### src/rtl/core/tmhq_pkg.sv
// ----------------------------------------------------------------------------
// tmhq_pkg: shared types and codes of the timer min-heap queue
// Command, heap entry and result formats, operation and result codes.
// ----------------------------------------------------------------------------
`default_nettype none

package tmhq_pkg;

	// func code that carries no operation
	localparam logic [1:0] FUNC_UNDEF = 2'd3;

	// command queue between front and back
	localparam int QUEUE_DEPTH = 2;

	// longest answer of a query
	localparam logic [30:0] MAX_TIMEOUT = 31'h7FFF_FFFF;

	// answer of a query on an empty heap
	localparam logic signed [31:0] TIMEOUT_EMPTY = -32'sd1;

	typedef enum logic [1:0] {
		OP_REGISTER = 2'd0,
		OP_DISPATCH = 2'd1,
		OP_QUERY    = 2'd2
	} op_t;

	typedef enum logic [2:0] {
		KIND_EXPIRED    = 3'd0,
		KIND_TIMEOUT    = 3'd1,
		KIND_REGISTERED = 3'd2,
		KIND_FULL       = 3'd3,
		KIND_NONE_DUE   = 3'd4
	} kind_t;

	typedef struct packed {
		logic [47:0] expire;
		logic [15:0] handle;
		logic [31:0] session;
	} entry_t;

	typedef struct packed {
		op_t                op;
		logic [47:0]        now_ms;
		logic [15:0]        handle;
		logic signed [31:0] session;
		logic [30:0]        interval;
	} cmd_t;

	typedef struct packed {
		logic valid;
		cmd_t cmd;
	} cmd_req_t;

	typedef struct packed {
		kind_t              kind;
		logic [15:0]        timer_handle;
		logic signed [31:0] timer_session;
		logic signed [31:0] timeout_ms;
		logic               last;
	} res_t;

	typedef enum logic [3:0] {
		S_IDLE,
		S_PUSH_RD,
		S_PUSH_CMP,
		S_DSP_RD,
		S_DSP_CHK,
		S_POP_LD,
		S_SIFT_RD,
		S_SIFT_CMP,
		S_DSP_END,
		S_QRY_RD,
		S_QRY_RES,
		S_EMIT
	} state_t;

endpackage

`default_nettype wire

### src/rtl/core/tmhq_chan_if.sv
// ----------------------------------------------------------------------------
// tmhq_chan_if: item channels of the timer min-heap queue
// Command channel and result channel, valid/ready with payload.
// ----------------------------------------------------------------------------
`default_nettype none

interface tmhq_cmd_if;
	logic               valid;
	logic               ready;
	logic [1:0]         func;
	logic [47:0]        now_ms;
	logic [15:0]        handle;
	logic signed [31:0] session;
	logic [30:0]        interval;

	modport source (output valid, func, now_ms, handle, session, interval, input ready);
	modport sink (input valid, func, now_ms, handle, session, interval, output ready);
endinterface


`default_nettype wire

### src/rtl/core/tmhq_front.sv
// ----------------------------------------------------------------------------
// tmhq_front: command intake of the timer min-heap queue
// Accepts items, decodes the operation, drops undefined codes and holds
// commands in a short queue for the heap engine.
// ----------------------------------------------------------------------------
`default_nettype none

module tmhq_front (
	input  wire logic              clk,
	input  wire logic              arst_n,
	tmhq_cmd_if.sink               cmd,
	output tmhq_pkg::cmd_req_t     req,
	input  wire logic              req_ready
);
	import tmhq_pkg::*;

	localparam int QAW = $clog2(QUEUE_DEPTH);
	localparam int QCW = $clog2(QUEUE_DEPTH + 1);

	cmd_t             slot_q [QUEUE_DEPTH];
	logic [QAW-1:0]   wp_q;
	logic [QAW-1:0]   rp_q;
	logic [QCW-1:0]   fill_q;
	logic             take;
	logic             push;
	logic             pop;
	cmd_t             decoded;

	// decode the item into a command
	always_comb begin
		decoded.op       = op_t'(cmd.func);
		decoded.now_ms   = cmd.now_ms;
		decoded.handle   = cmd.handle;
		decoded.session  = cmd.session;
		decoded.interval = cmd.interval;
	end

	assign cmd.ready = (fill_q != QCW'(QUEUE_DEPTH));
	assign take      = cmd.valid && cmd.ready;
	assign push      = take && (cmd.func != FUNC_UNDEF);
	assign req.valid = (fill_q != '0);
	assign req.cmd   = slot_q[rp_q];
	assign pop       = req.valid && req_ready;

	// queue storage
	always_ff @(posedge clk) begin
		if (push) begin
			slot_q[wp_q] <= decoded;
		end
	end

	// queue pointers
	always_ff @(posedge clk or negedge arst_n) begin
		if (!arst_n) begin
			wp_q   <= '0;
			rp_q   <= '0;
			fill_q <= '0;
		end else begin
			if (push) begin
				wp_q <= (wp_q == QAW'(QUEUE_DEPTH - 1)) ? '0 : wp_q + 1'b1;
			end
			if (pop) begin
				rp_q <= (rp_q == QAW'(QUEUE_DEPTH - 1)) ? '0 : rp_q + 1'b1;
			end
			if (push && !pop) begin
				fill_q <= fill_q + 1'b1;
			end else if (pop && !push) begin
				fill_q <= fill_q - 1'b1;
			end
		end
	end

endmodule

`default_nettype wire

### src/flat_wrapper.sv
// flat-port wrapper written by rule: the top's interface ports become plain ports
module tmhq_front_flat import tmhq_pkg::*;
  (clk, arst_n, req, req_ready, cmd_valid, cmd_func, cmd_now_ms, cmd_handle, cmd_session, cmd_interval, cmd_ready);
  tmhq_cmd_if cmd_i ();
  input  wire logic clk;
  input  wire logic arst_n;
  output tmhq_pkg::cmd_req_t req;
  input  wire logic req_ready;
  input wire logic [$bits(cmd_i.valid)-1:0] cmd_valid;
  input wire logic [$bits(cmd_i.func)-1:0] cmd_func;
  input wire logic [$bits(cmd_i.now_ms)-1:0] cmd_now_ms;
  input wire logic [$bits(cmd_i.handle)-1:0] cmd_handle;
  input wire logic [$bits(cmd_i.session)-1:0] cmd_session;
  input wire logic [$bits(cmd_i.interval)-1:0] cmd_interval;
  output wire logic [$bits(cmd_i.ready)-1:0] cmd_ready;
  assign cmd_i.valid = cmd_valid;
  assign cmd_i.func = cmd_func;
  assign cmd_i.now_ms = cmd_now_ms;
  assign cmd_i.handle = cmd_handle;
  assign cmd_i.session = cmd_session;
  assign cmd_i.interval = cmd_interval;
  assign cmd_ready = cmd_i.ready;
  tmhq_front u_core (.clk(clk), .arst_n(arst_n), .cmd(cmd_i), .req(req), .req_ready(req_ready));
endmodule
### config.mk
export PLATFORM = sky130hd
export DESIGN_NAME = tmhq_front_flat
export DESIGN_NICKNAME = d
export VERILOG_FILES = /design/src/rtl/core/tmhq_pkg.sv /design/src/rtl/core/tmhq_chan_if.sv /design/src/rtl/core/tmhq_front.sv /design/src/flat_wrapper.sv
export SDC_FILE = /design/constraint.sdc
export NUM_CORES = 1
export LEC_CHECK = 0
export BUFFER_PORTS_ARGS = -buffer_cell sky130_fd_sc_hd__buf_2
export CORE_UTILIZATION = 30
export DETAILED_ROUTE_END_ITERATION = 8
export PLACE_DENSITY_LB_ADDON = 0.05
export REMOVE_ABC_BUFFERS = 1
export SLEW_MARGIN = 20
export SYNTH_ARGS = -nofsm -noshare
export SYNTH_HDL_FRONTEND = slang
export SYNTH_SLANG_ARGS = --single-unit
export TNS_END_PERCENT = 1
### constraint.sdc
create_clock -name clk -period 21.1 [get_ports clk]
set_clock_uncertainty 0.15 [all_clocks]
set_input_delay 4.22 -clock clk [delete_from_list [all_inputs] [get_ports clk]]
set_output_delay 4.22 -clock clk [all_outputs]
set_load 0.05 [all_outputs]
; Yosys cells after proc, flatten, opt, wreduce, memory -nomap -nowiden
; Memory sizes are Yosys's and may differ from the RTL's.
; Cells that the tools add are included.
[word_totals]
rom_bits = 0
memories = 1
out_inout_bits = 131
ramBits = 258
latchBits = 0
wordCells = 25
input_bits = 133
regBits = 4
[memory_table]
columns = memory, depth, width, read_ports, rd_clocked_by_memory_dff, wr, line
row1 = u_core.slot_q, 2, 129, 1, 0, 1, tmhq_front.sv:20  ; cmd_t slot_q [QUEUE_DEPTH];
[classes]
bitwise = 0
mul = 0
addsub = 4
magnitude_cmp = 0
muxes = 6
shifts = 0
n_eq_ne = 2
n_div = 0
n_reduce_logical = 9
[op_table]
columns = operator, n
row1 = 1-bit logical AND, 5
row2 = 1-bit two-way mux, 4
row3 = 2-bit two-way mux, 2
row4 = "2-bit != test, second input constant", 2
row5 = 2-bit nonzero test, 2
row6 = "1-bit adder, second input constant", 2
row7 = "2-bit by 1-bit adder with 2-bit output, second input constant", 1
row8 = 1-bit zero test, 2
row9 = "2-bit by 1-bit subtractor with 2-bit output, second input constant", 1

; Depth between registers and ports, before layout
; Gate-level depths: netlist of the first run.
[depth]
word_depth = 7
mapped_depth = 7
depth_no_buf = 7

; Worst setup path before layout of the first run
; No wires, ideal clock.
[synth_path]
path_type = input -> register
from = in cmd_func[0]
to = mem u_core.slot_q[0][0] (netlist bit) (enable)
required_time_ns = 20.331
setup_ns = 0.619
path_buffers = 0
arrival_ns = 9.817
slack_ns = 10.514
path_stages = 3
path_cell_list = nand2_1 nand3_1 nor2_1
[synth_via]
elab_chain_cells = 4
[synth_lines]
columns = item, line
row1 = from (decl), flat_wrapper.sv:10  ; input wire logic [$bits(cmd_i.func)-1:0] cmd_func;
row2 = 2-bit != test, tmhq_front.sv:40  ; assign push = take && (cmd.func != FUNC_UNDEF);
row3 = 1-bit logical AND, tmhq_front.sv:40
row4 = 1-bit two-way mux, tmhq_front.sv:47  ; if (push) begin
row5 = 1-bit two-way mux (implied by the code), tmhq_front.sv:48  ; slot_q[wp_q] <= decoded;
row6 = to (decl), tmhq_front.sv:20
; No other way between the ends.

==> metrics.md, run 1 <==
| Metric | Value |
|---|---|
| H-tree levels | `1` |
| Clk_lat worst skew | `around 530 ps` |
| Die Y-Extent | `between 150 and 200 µm` |
| Clock-pin transition on the worst setup and hold timing paths | `60 ps` |
| Hold_buf cts | `0` |
| DRT Pass-1 Iters | `4` |
| Synthesis Warnings | `0` |
| Most common cell after layout, fill and taps aside | `buf_2` |
| Cell Pwr Density | `around 160 mW/mm²` |
| Critical path arrival | `between 3000 and 4000 ps` |
| Post-synth cell types | `15` |
| Initial antenna violation count | `4` |
| First-pass GRT wire length | `about 31000 µm` |
| Quantity of gates resized following cts | `0` |
| RSZ-0062 raised after global routing | `no` |
| CTS root buffer | `clkbuf_16` |
| Worst-margin pin slew | `1070 ps` |
| Grt ovf | `0` |
| Fin nets | `840` |
| Fmax | `roughly 130 MHz` |
| Antenna Nets Post-Route | `0` |
| Port Buffers | `263` |
| Fin. max-slew vios | `0` |
| Status | `completed` |
| DP Cell Count | `about 1100` |
| Fin crit share | `a little over a third` |
| Crit Path Class | `reg2out` |
| Post-DP Area | `approximately 0.011 mm²` |
| # DRC | `0` |
| Sequential cell area | `0.00785 mm²` |
| Final Hold Fails | `0` |
| Leakage | `approximately 4.5 nW` |
| Longest Clk Path Bufs | `3` |
| DRT iter0 DRCs | `189` |
| CP Capture Type | `primary output` |
| I/O Pins | `about 260` |
| Largest net degree at the start of global routing | `74` |
| Filler instances | `~2900` |
| Worst-path maximum fanout | `73` |
| Post-Syn Area per Cell | `~23 µm²` |
| Total chip power | `~2.0 mW` |
| Mapped cell area | `approximately 0.0095 mm²` |
| Die X | `between 150 and 200 µm` |
| Via count | `a little under 5000` |
| Most frequent cells in the layout | `buf_2 (263), edfxtp_1 (258), mux2_2 (129)` |
| Vias in the first global route | `approximately 5200` |
| Final Instance Count excl. Fillers | `between 1000 and 1500` |
| Die Area | `around 0.033 mm²` |
| CTS tree | `yes` |
| Setup violators final | `0` |
| Hold WC Path Type | `reg2reg` |
| CORE AREA | `0.0309 mm²` |
| Yosys reg bits | `roughly 260` |
| VDD IR max | `90.9 µV` |
| Multi-input logic area | `0.00156 mm²` |
| Final Cell Area | `between 0.01 and 0.015 mm²` |
| Layout cells sized above 1 | `between 60 and 70%` |
| Min Tclk post-route | `7540 ps` |
| Synthesis-to-layout area growth | `28.2%` |
| Max Cap Viol | `0` |
| Setup Buffers After CTS | `0` |
| Max-slew headroom | `28.5%` |
| DP HPWL | `around 13000 µm` |
| Crit start category | `flip-flop` |
| TritonCTS Buffers | `29` |
| Initial Util | `approximately 31%` |
| Overall Global Routing Usage | `12.2%` |
| Sequential share of the synthesized area | `82.3%` |
| Worst Path Required | `~17000 ps` |
| CTS Sinks | `between 200 and 300` |
| Rows | `64` |
| Routability cong. | `approximately 0.7` |
| Wire length per cell | `roughly 18 µm` |
| Setup TNS | `0 ps` |
| Final wirelength | `20400 µm` |
| Drt via density | `4.27` |
| Mapped Cells | `roughly 420` |
==> logic make-up (layout without fill, tap and decap cells) <==
logic type,count (synthesis),in the layout,synth area share [%]
other,0,4,0
multiplexers,129,129,15.2
adder cells (fa/ha/maj),1,1,0.131
buffers and inverters,16,324,1.50
flip-flops,262,262,82.3
AND/OR/NAND/NOR,8,8,0.381
XOR/XNOR,5,5,0.459
==> synthesized netlist by cell type <==
cell / count / area share [%]
nor2_1: 3 / 0.12
xor2_1: 2 / 0.18
edfxtp_1: 258 / 81
buf_2: 3 / 0.16
nand2b_1: 1 / 0.066
nand3_1: 1 / 0.052
buf_6: 10 / 1.2
xnor2_1: 3 / 0.28
buf_4: 1 / 0.079
nand2_1: 2 / 0.079
or2_2: 1 / 0.066
dfrtp_1: 4 / 1.0
inv_1: 2 / 0.079
ha_1: 1 / 0.13
mux2_2: 129 / 15
==> per-stage QoR <==
| stage | hold slack, ps | setup WS (ps) | util, % |
|---|---|---|---|
| 5_1_grt | 370 | 13330 | 39.5 |
| 6_report | 343 | 13560 | 39.5 |
| 4_1_cts | 347 | 13400 | 39.5 |
| 3_3_place_gp | 327 | 14030 | 36.5 |
| 2_1_floorplan | 306 | 10510 | - |
| 3_5_place_dp | 336 | 14010 | 36.5 |
==> power by group <==
part / internal, mW / switching, mW / leakage [nW]
Clock: 0.300 / 0.197 / 0.465
Combinational: 0.197 / 0.534 / 1.62
Sequential: 0.683 / 0.0433 / 2.42
==> flip-flops by register name, summed over array words and instances, names as in the netlist <==
signal / cells
u_core.fill_q: 2
u_core.wp_q: 1
u_core.rp_q: 1
u_core.slot_q: 258
==> worst paths after layout <==
kind / startpoint / to / slack, ps / depth (start not counted)
worst max-delay path: u_core.rp_q / req[17] / 13560 / 3
worst min-delay path: u_core.fill_q[1] / u_core.fill_q[1] / 340 / 1
worst max register to register: u_core.rp_q / u_core.rp_q / 18670 / 2
worst min register to register: u_core.fill_q[1] / u_core.fill_q[1] / 340 / 1
max in group asynchronous: arst_n / u_core.rp_q / 17330 / 1
min in group asynchronous: arst_n / u_core.rp_q / 3330 / 1
==> worst max-delay path, cell delays in order (launching register included) <==
cell and delay (ps):
dfrtp_4 930, buf_4 830, mux2_2 440, buf_2 220
==> layer usage <==
| metal | up-vias | share of wire, % | GRT usage (%) |
|---|---|---|---|
| met4 | 2 | 2.4 | 3.45 |
| met3 | 35 | 8.3 | 4.65 |
| met5 | - | 0.049 | 0 |
| met2 | 163 | 50 | 21.3 |
| met1 | 2369 | 39 | 13.9 |
| li1 | 2255 | - | - |
==> layout make-up <==
class                   instances  share of cell area [%]
flip-flops and latches        262                    64.2
multi-input cells             143                    12.8
diodes                          4                  0.0819
inverters                       2                  0.0614
clock inverters                20                    1.63
well taps                     396                    4.05
clock buffers                  34                    6.09
repair buffers                268                    11.1
Power figures use the tool's default switching activity.
==> run 2, diff against run 1 <==
ABC_AREA = 1   (was unset)
clock period = 7.8 ns   (was 21.1 ns; I/O delays follow)
==> metrics.md, run 2 <==
| Metric | Value |
|---|---|
| Top Registers | `u_core.slot_q: 258 flops, u_core.fill_q: 2 flops` |
| Cell Pwr Density | `~450 mW/mm²` |
| Register name with the most flops | `u_core.slot_q` |
| Sequential cell area | `around 0.0079 mm²` |
| CTS tree | `yes` |
| Port Buffers | `about 260` |
| Drt via density | `~4.2` |
| CTS Sinks | `approximately 260` |
| Vias in the first global route | `5858` |
| TritonCTS Buffers | `29` |
| Fin nets | `roughly 1100` |
| Grt ovf | `0` |
| Die X | `~180 µm` |
| Initial antenna violation count | `3` |
| Leakage | `around 5.2 nW` |
| Worst-margin pin slew | `between 800 and 900 ps` |
| Worst-path maximum fanout | `around 70` |
| Layout cells sized above 1 | `~31%` |
| DP HPWL | `roughly 13000 µm` |
| Min-delay src | `u_core.wp_q` |
| Min Tclk post-route | `between 4000 and 5000 ps` |
| Worst Path Required | `just over 6000 ps` |
| Post-Syn Area per Cell | `13.7 µm²` |
| Largest net degree at the start of global routing | `a little under 90` |
| Synthesis Warnings | `0` |
| Routability cong. | `approximately 0.68` |
| Post-synth ARST share | `1.53%` |
| Most common cell after layout, fill and taps aside | `nand2_1` |
| Synthesis-to-layout area growth | `26.7%` |
| Post-synth cell types | `14` |
| I/O Pins | `between 200 and 300` |
| Post-synth top area share | `between 80% and 90%` |
| Wire length per cell | `15.6 µm` |
| Dominant synthesized flop cell | `edfxtp_1` |
| Crit path from | `u_core.rp_q` |
| # DRC | `0` |
| VDD IR max | `251 µV` |
| CP Capture Type | `primary output` |
| Area contributors post-synth | `edfxtp_1 (80%), nand2_1 (16%), buf_6 (1.3%)` |
| Critical path arrival | `roughly 2900 ps` |
| Final Hold Fails | `0` |
| Crit Path Class | `reg2out` |
| Number of synthesized flops with an enable pin | `258` |
| Rows | `65` |
| First-pass GRT wire length | `33200 µm` |
| RR Startpoint | `u_core.fill_q[0]` |
| Final Cell Area | `0.0122 mm²` |
| Crit start category | `flip-flop` |
| Antenna Nets Post-Route | `0` |
| DRT Pass-1 Iters | `4` |
| Longest Clk Path Bufs | `3` |
| Status | `completed` |
| Setup Buffers After CTS | `0` |
| Hold_buf cts | `0` |
| Fin crit share | `approximately three fifths` |
| CORE AREA | `approximately 0.032 mm²` |
| Reg2Reg Depth | `5` |
| Final wirelength | `approximately 22000 µm` |
| Die Y-Extent | `approximately 180 µm` |
| Max-slew headroom | `about two fifths` |
| Worst hold path depth | `2` |
| Clk_lat worst skew | `~530 ps` |
| Most frequent cells in the layout | `nand2_1 (399), buf_2 (263), edfxtp_1 (258)` |
| Post-synth top cells | `nand2_1 (399), edfxtp_1 (258), buf_2 (16)` |
| Clock-pin transition on the worst setup and hold timing paths | `50 ps` |
| Filler instances | `3139` |
| H-tree levels | `1` |
| Mapped Cells | `roughly 700` |
| Multi-input logic area | `approximately 0.0016 mm²` |
| Fin. max-slew vios | `0` |
| RSZ-0062 raised after global routing | `no` |
| Yosys reg bits | `262` |
| Die Area | `~0.033 mm²` |
| Dominant cell type by area after synthesis | `edfxtp_1` |
| Via count | `5849` |
| DRT iter0 DRCs | `232` |
| Setup violators final | `0` |
| Hold WC Path Type | `reg2reg` |
| Sequential share of the synthesized area | `81.4%` |
| Overall Global Routing Usage | `about an eighth` |
| CTS root buffer | `clkbuf_16` |
| Quantity of gates resized following cts | `0` |
| Hold WS | `334 ps` |
| Max FFs per register | `258` |
| Initial Util | `between 30% and 40%` |
| Fmax | `217 MHz` |
| Max Cap Viol | `0` |
| Mapped cell area | `0.00964 mm²` |
| Post-DP Area | `~0.011 mm²` |
| Most common cell in the netlist | `nand2_1` |
-- run 2: cell count changes after synthesis, sizes merged, moves of 2 or more --
cell / previous run / this run
buf: 14 / 28
inv: 2 / 8
mux2: 129 / 0
nand2: 2 / 399
nand3: 1 / 3
nand4: 0 / 2
nor2: 3 / 1
xnor2: 3 / 1
xor2: 2 / 0
-- run 2: report_power, final --
group	internal [mW]	switching (mW)	total, mW
sequential	1.84	0.0507	1.89
combinational	0.428	1.94	2.37
clock	0.753	0.510	1.26
-- run 2: worst max-delay path, cell delays in order (launching register included) --
cell	delay [ps]
dfrtp_4	420
buf_4	560
buf_4	820
nand2_1	100
nand2_1	140
buf_2	270
-- run 2: layout make-up --
cell class | instances | area share, %
tap | 402 | 4.12
clock buffer | 40 | 6.36
sequential | 262 | 64.3
multi-input combinational | 407 | 12.8
antenna | 1 | 0.0205
inverter | 8 | 0.287
clock inverter | 11 | 0.809
timing repair buffer | 271 | 11.4
-- run 2: metrics by stage --
| step | cells | worst slack [ps] | power [mW] | TNS (ps) | utilization (%) |
|---|---|---|---|---|---|
| 6_report | 1402 | 3190 | 5.53 | 0 | 38.7 |
| 5_1_grt | 1401 | 2900 | 5.83 | 0 | 38.7 |
| 4_1_cts | 1400 | 3040 | 5.63 | 0 | 38.6 |
| 3_5_place_dp | 1349 | 3620 | 4.34 | 0 | 35.9 |
| 3_3_place_gp | 1349 | 3630 | 4.34 | 0 | 35.9 |
| 2_1_floorplan | 677 | -113 | 3.73 | -14520 | - |
-- run 2: cell families after synthesis --
logic type	Yosys count	synth area share, %
AND/OR/NAND/NOR	405	15.9
buffers and inverters	37	2.54
flip-flops	262	81.4
XOR/XNOR	1	0.0908
adder cells (fa/ha/maj)	1	0.130
-- run 2: final timing paths --
check / end / slack (ps)
min in group asynchronous: u_core.wp_q / 680
setup reg to reg: u_core.slot_q[1][53] / 5200
hold / removal: u_core.wp_q / 330
hold reg to reg: u_core.wp_q / 330
setup / recovery: req[52] / 3190
max in group asynchronous: u_core.rp_q / 6670
-- run 2: routing by layer --
layer,GRT usage (%),wire [µm]
met1,16.3,9470
met2,21.7,10200
met3,4.41,1630
met4,3.53,525
met5,0,21
==> run 3, diff against run 2 <==
ABC_AREA = 0   (was 1)
clock period = 4.5 ns   (was 7.8 ns; I/O delays follow)
==> metrics.md, run 3 (synthesized netlist as in run 1, its figures left out) <==
| Metric | Value |
|---|---|
| Fin crit share | `between 70% and 80%` |
| CP Capture Type | `primary output` |
| Fin. max-slew vios | `0` |
| Wire length per cell | `17.5 µm` |
| DP HPWL | `12800 µm` |
| Overall Global Routing Usage | `11.8%` |
| DRT Pass-1 Iters | `4` |
| Largest net degree at the start of global routing | `75` |
| Clock-pin transition on the worst setup and hold timing paths | `~60 ps` |
| Via count | `around 4800` |
| Post-DP Area | `about 0.011 mm²` |
| Port Buffers | `between 200 and 300` |
| Initial Util | `30.8%` |
| Clk_lat worst skew | `520 ps` |
| Die Area | `0.0325 mm²` |
| Worst Path Required | `around 3500 ps` |
| Most common cell after layout, fill and taps aside | `buf_2` |
| RSZ-0062 raised after global routing | `no` |
| Layout cells sized above 1 | `between 60% and 70%` |
| Max FFs per register | `approximately 260` |
| Crit start category | `flip-flop` |
| Total chip power | `a little over 9 mW` |
| Critical path arrival | `about 2300 ps` |
| Hold_buf cts | `0` |
| I/O Pins | `between 200 and 300` |
| Fmax | `297 MHz` |
| Hold WC Path Type | `in2async` |
| Filler instances | `a little under 3000` |
| Final Cell Area | `0.0122 mm²` |
| Cell Pwr Density | `747 mW/mm²` |
| Vias in the first global route | `~5000` |
| Quantity of gates resized following cts | `0` |
| # DRC | `0` |
| CP peak stage delay | `roughly 660 ps` |
| Final Hold Fails | `0` |
| Sequential cell area | `between 0.007 and 0.008 mm²` |
| First-pass GRT wire length | `29500 µm` |
| Dpl ws | `approximately 1600 ps` |
| CP Buf/Inv Count | `2` |
| Finished Core Util | `between 30% and 40%` |
| Crit Path Class | `reg2out` |
| Min Tclk post-route | `3360 ps` |
| Fin nets | `between 800 and 900` |
| Drt via density | `~4.3` |
| Setup violators final | `0` |
| Multi-input logic area | `~0.0016 mm²` |
| Grt ovf | `0` |
| TritonCTS Buffers | `29` |
| VDD IR max | `about 370 µV` |
| Rows | `64` |
| Status | `completed` |
| Antenna Nets Post-Route | `0` |
| CP top delay family | `flip-flops` |
| Die X | `180 µm` |
| Longest Clk Path Bufs | `3` |
| CORE AREA | `0.0309 mm²` |
| CTS tree | `yes` |
| CTS Sinks | `approximately 260` |
| Most frequent cells in the layout | `buf_2 (263), edfxtp_1 (258), mux2_2 (129)` |
| Critical-path cell list | `buf_12, mux2_2, buf_2` |
| Setup TNS | `0 ps` |
| Hold WS | `~33 ps` |
| Top Registers | `u_core.slot_q: 258 flops, u_core.fill_q: 2 flops` |
| Final Instance Count excl. Fillers | `roughly 1100` |
| CTS root buffer | `clkbuf_16` |
| Max Cap Viol | `0` |
| Routability cong. | `between 0.7 and 0.8` |
| DP Cell Count | `1072` |
| Initial antenna violation count | `3` |
| Final setup margin | `1140 ps` |
| Setup Buffers After CTS | `0` |
| DRT iter0 DRCs | `between 200 and 250` |
| Register name with the most flops | `u_core.slot_q` |
| H-tree levels | `1` |
| Leakage | `between 4 and 5 nW` |
| Synthesis-to-layout area growth | `28.2%` |
| Critical path's slowest cell | `dfrtp_4` |
| Max-slew headroom | `33.9%` |
| Worst-path maximum fanout | `74` |
| Final wirelength | `~20000 µm` |
| Worst-margin pin slew | `approximately 1000 ps` |
| Die Y-Extent | `between 150 and 200 µm` |
run 3: worst paths after layout:
check,startpoint,endpoint,slack (ps),cells after the start
worst max-delay path,u_core.rp_q,req[6],1140,3
worst min-delay path,arst_n,u_core.wp_q,30,1
worst max register to register,u_core.fill_q[0],u_core.slot_q[1][72],2140,4
worst min register to register,u_core.fill_q[1],u_core.fill_q[1],370,1
max in group asynchronous,arst_n,u_core.rp_q,4010,1
min in group clk,u_core.fill_q[1],u_core.fill_q[1],370,1
run 3: power by group:
group,internal (mW),switching (mW)
logic,0.933,2.56
clock network,1.40,0.899
registers,3.20,0.143
total,5.53,3.60
run 3: metal layers:
layer  vias to the layer above  global-route usage [%]  wire [µm]
li1                       2247                       -          -
met1                      2351                    13.9       8150
met2                       172                    20.0       9490
met3                        34                    4.39       1670
met4                         2                    3.73        439
met5                         -                       0         10
run 3: final cells by class:
class                           instances  area share (%)
Antenna cell                            3          0.0614
Clock inverter                         19            1.59
Tap cell                              396            4.05
Sequential cell                       262            64.2
Clock buffer                           32            6.03
Inverter                                2          0.0614
Multi-Input combinational cell        143            12.8
Timing Repair Buffer                  269            11.2
run 3: worst reg2reg max path: stages (launching register included):
cell and delay [ps]:
dfrtp_1 400, nand2b_1 180, nand3_1 270, nor2_4 160
buf_4 740
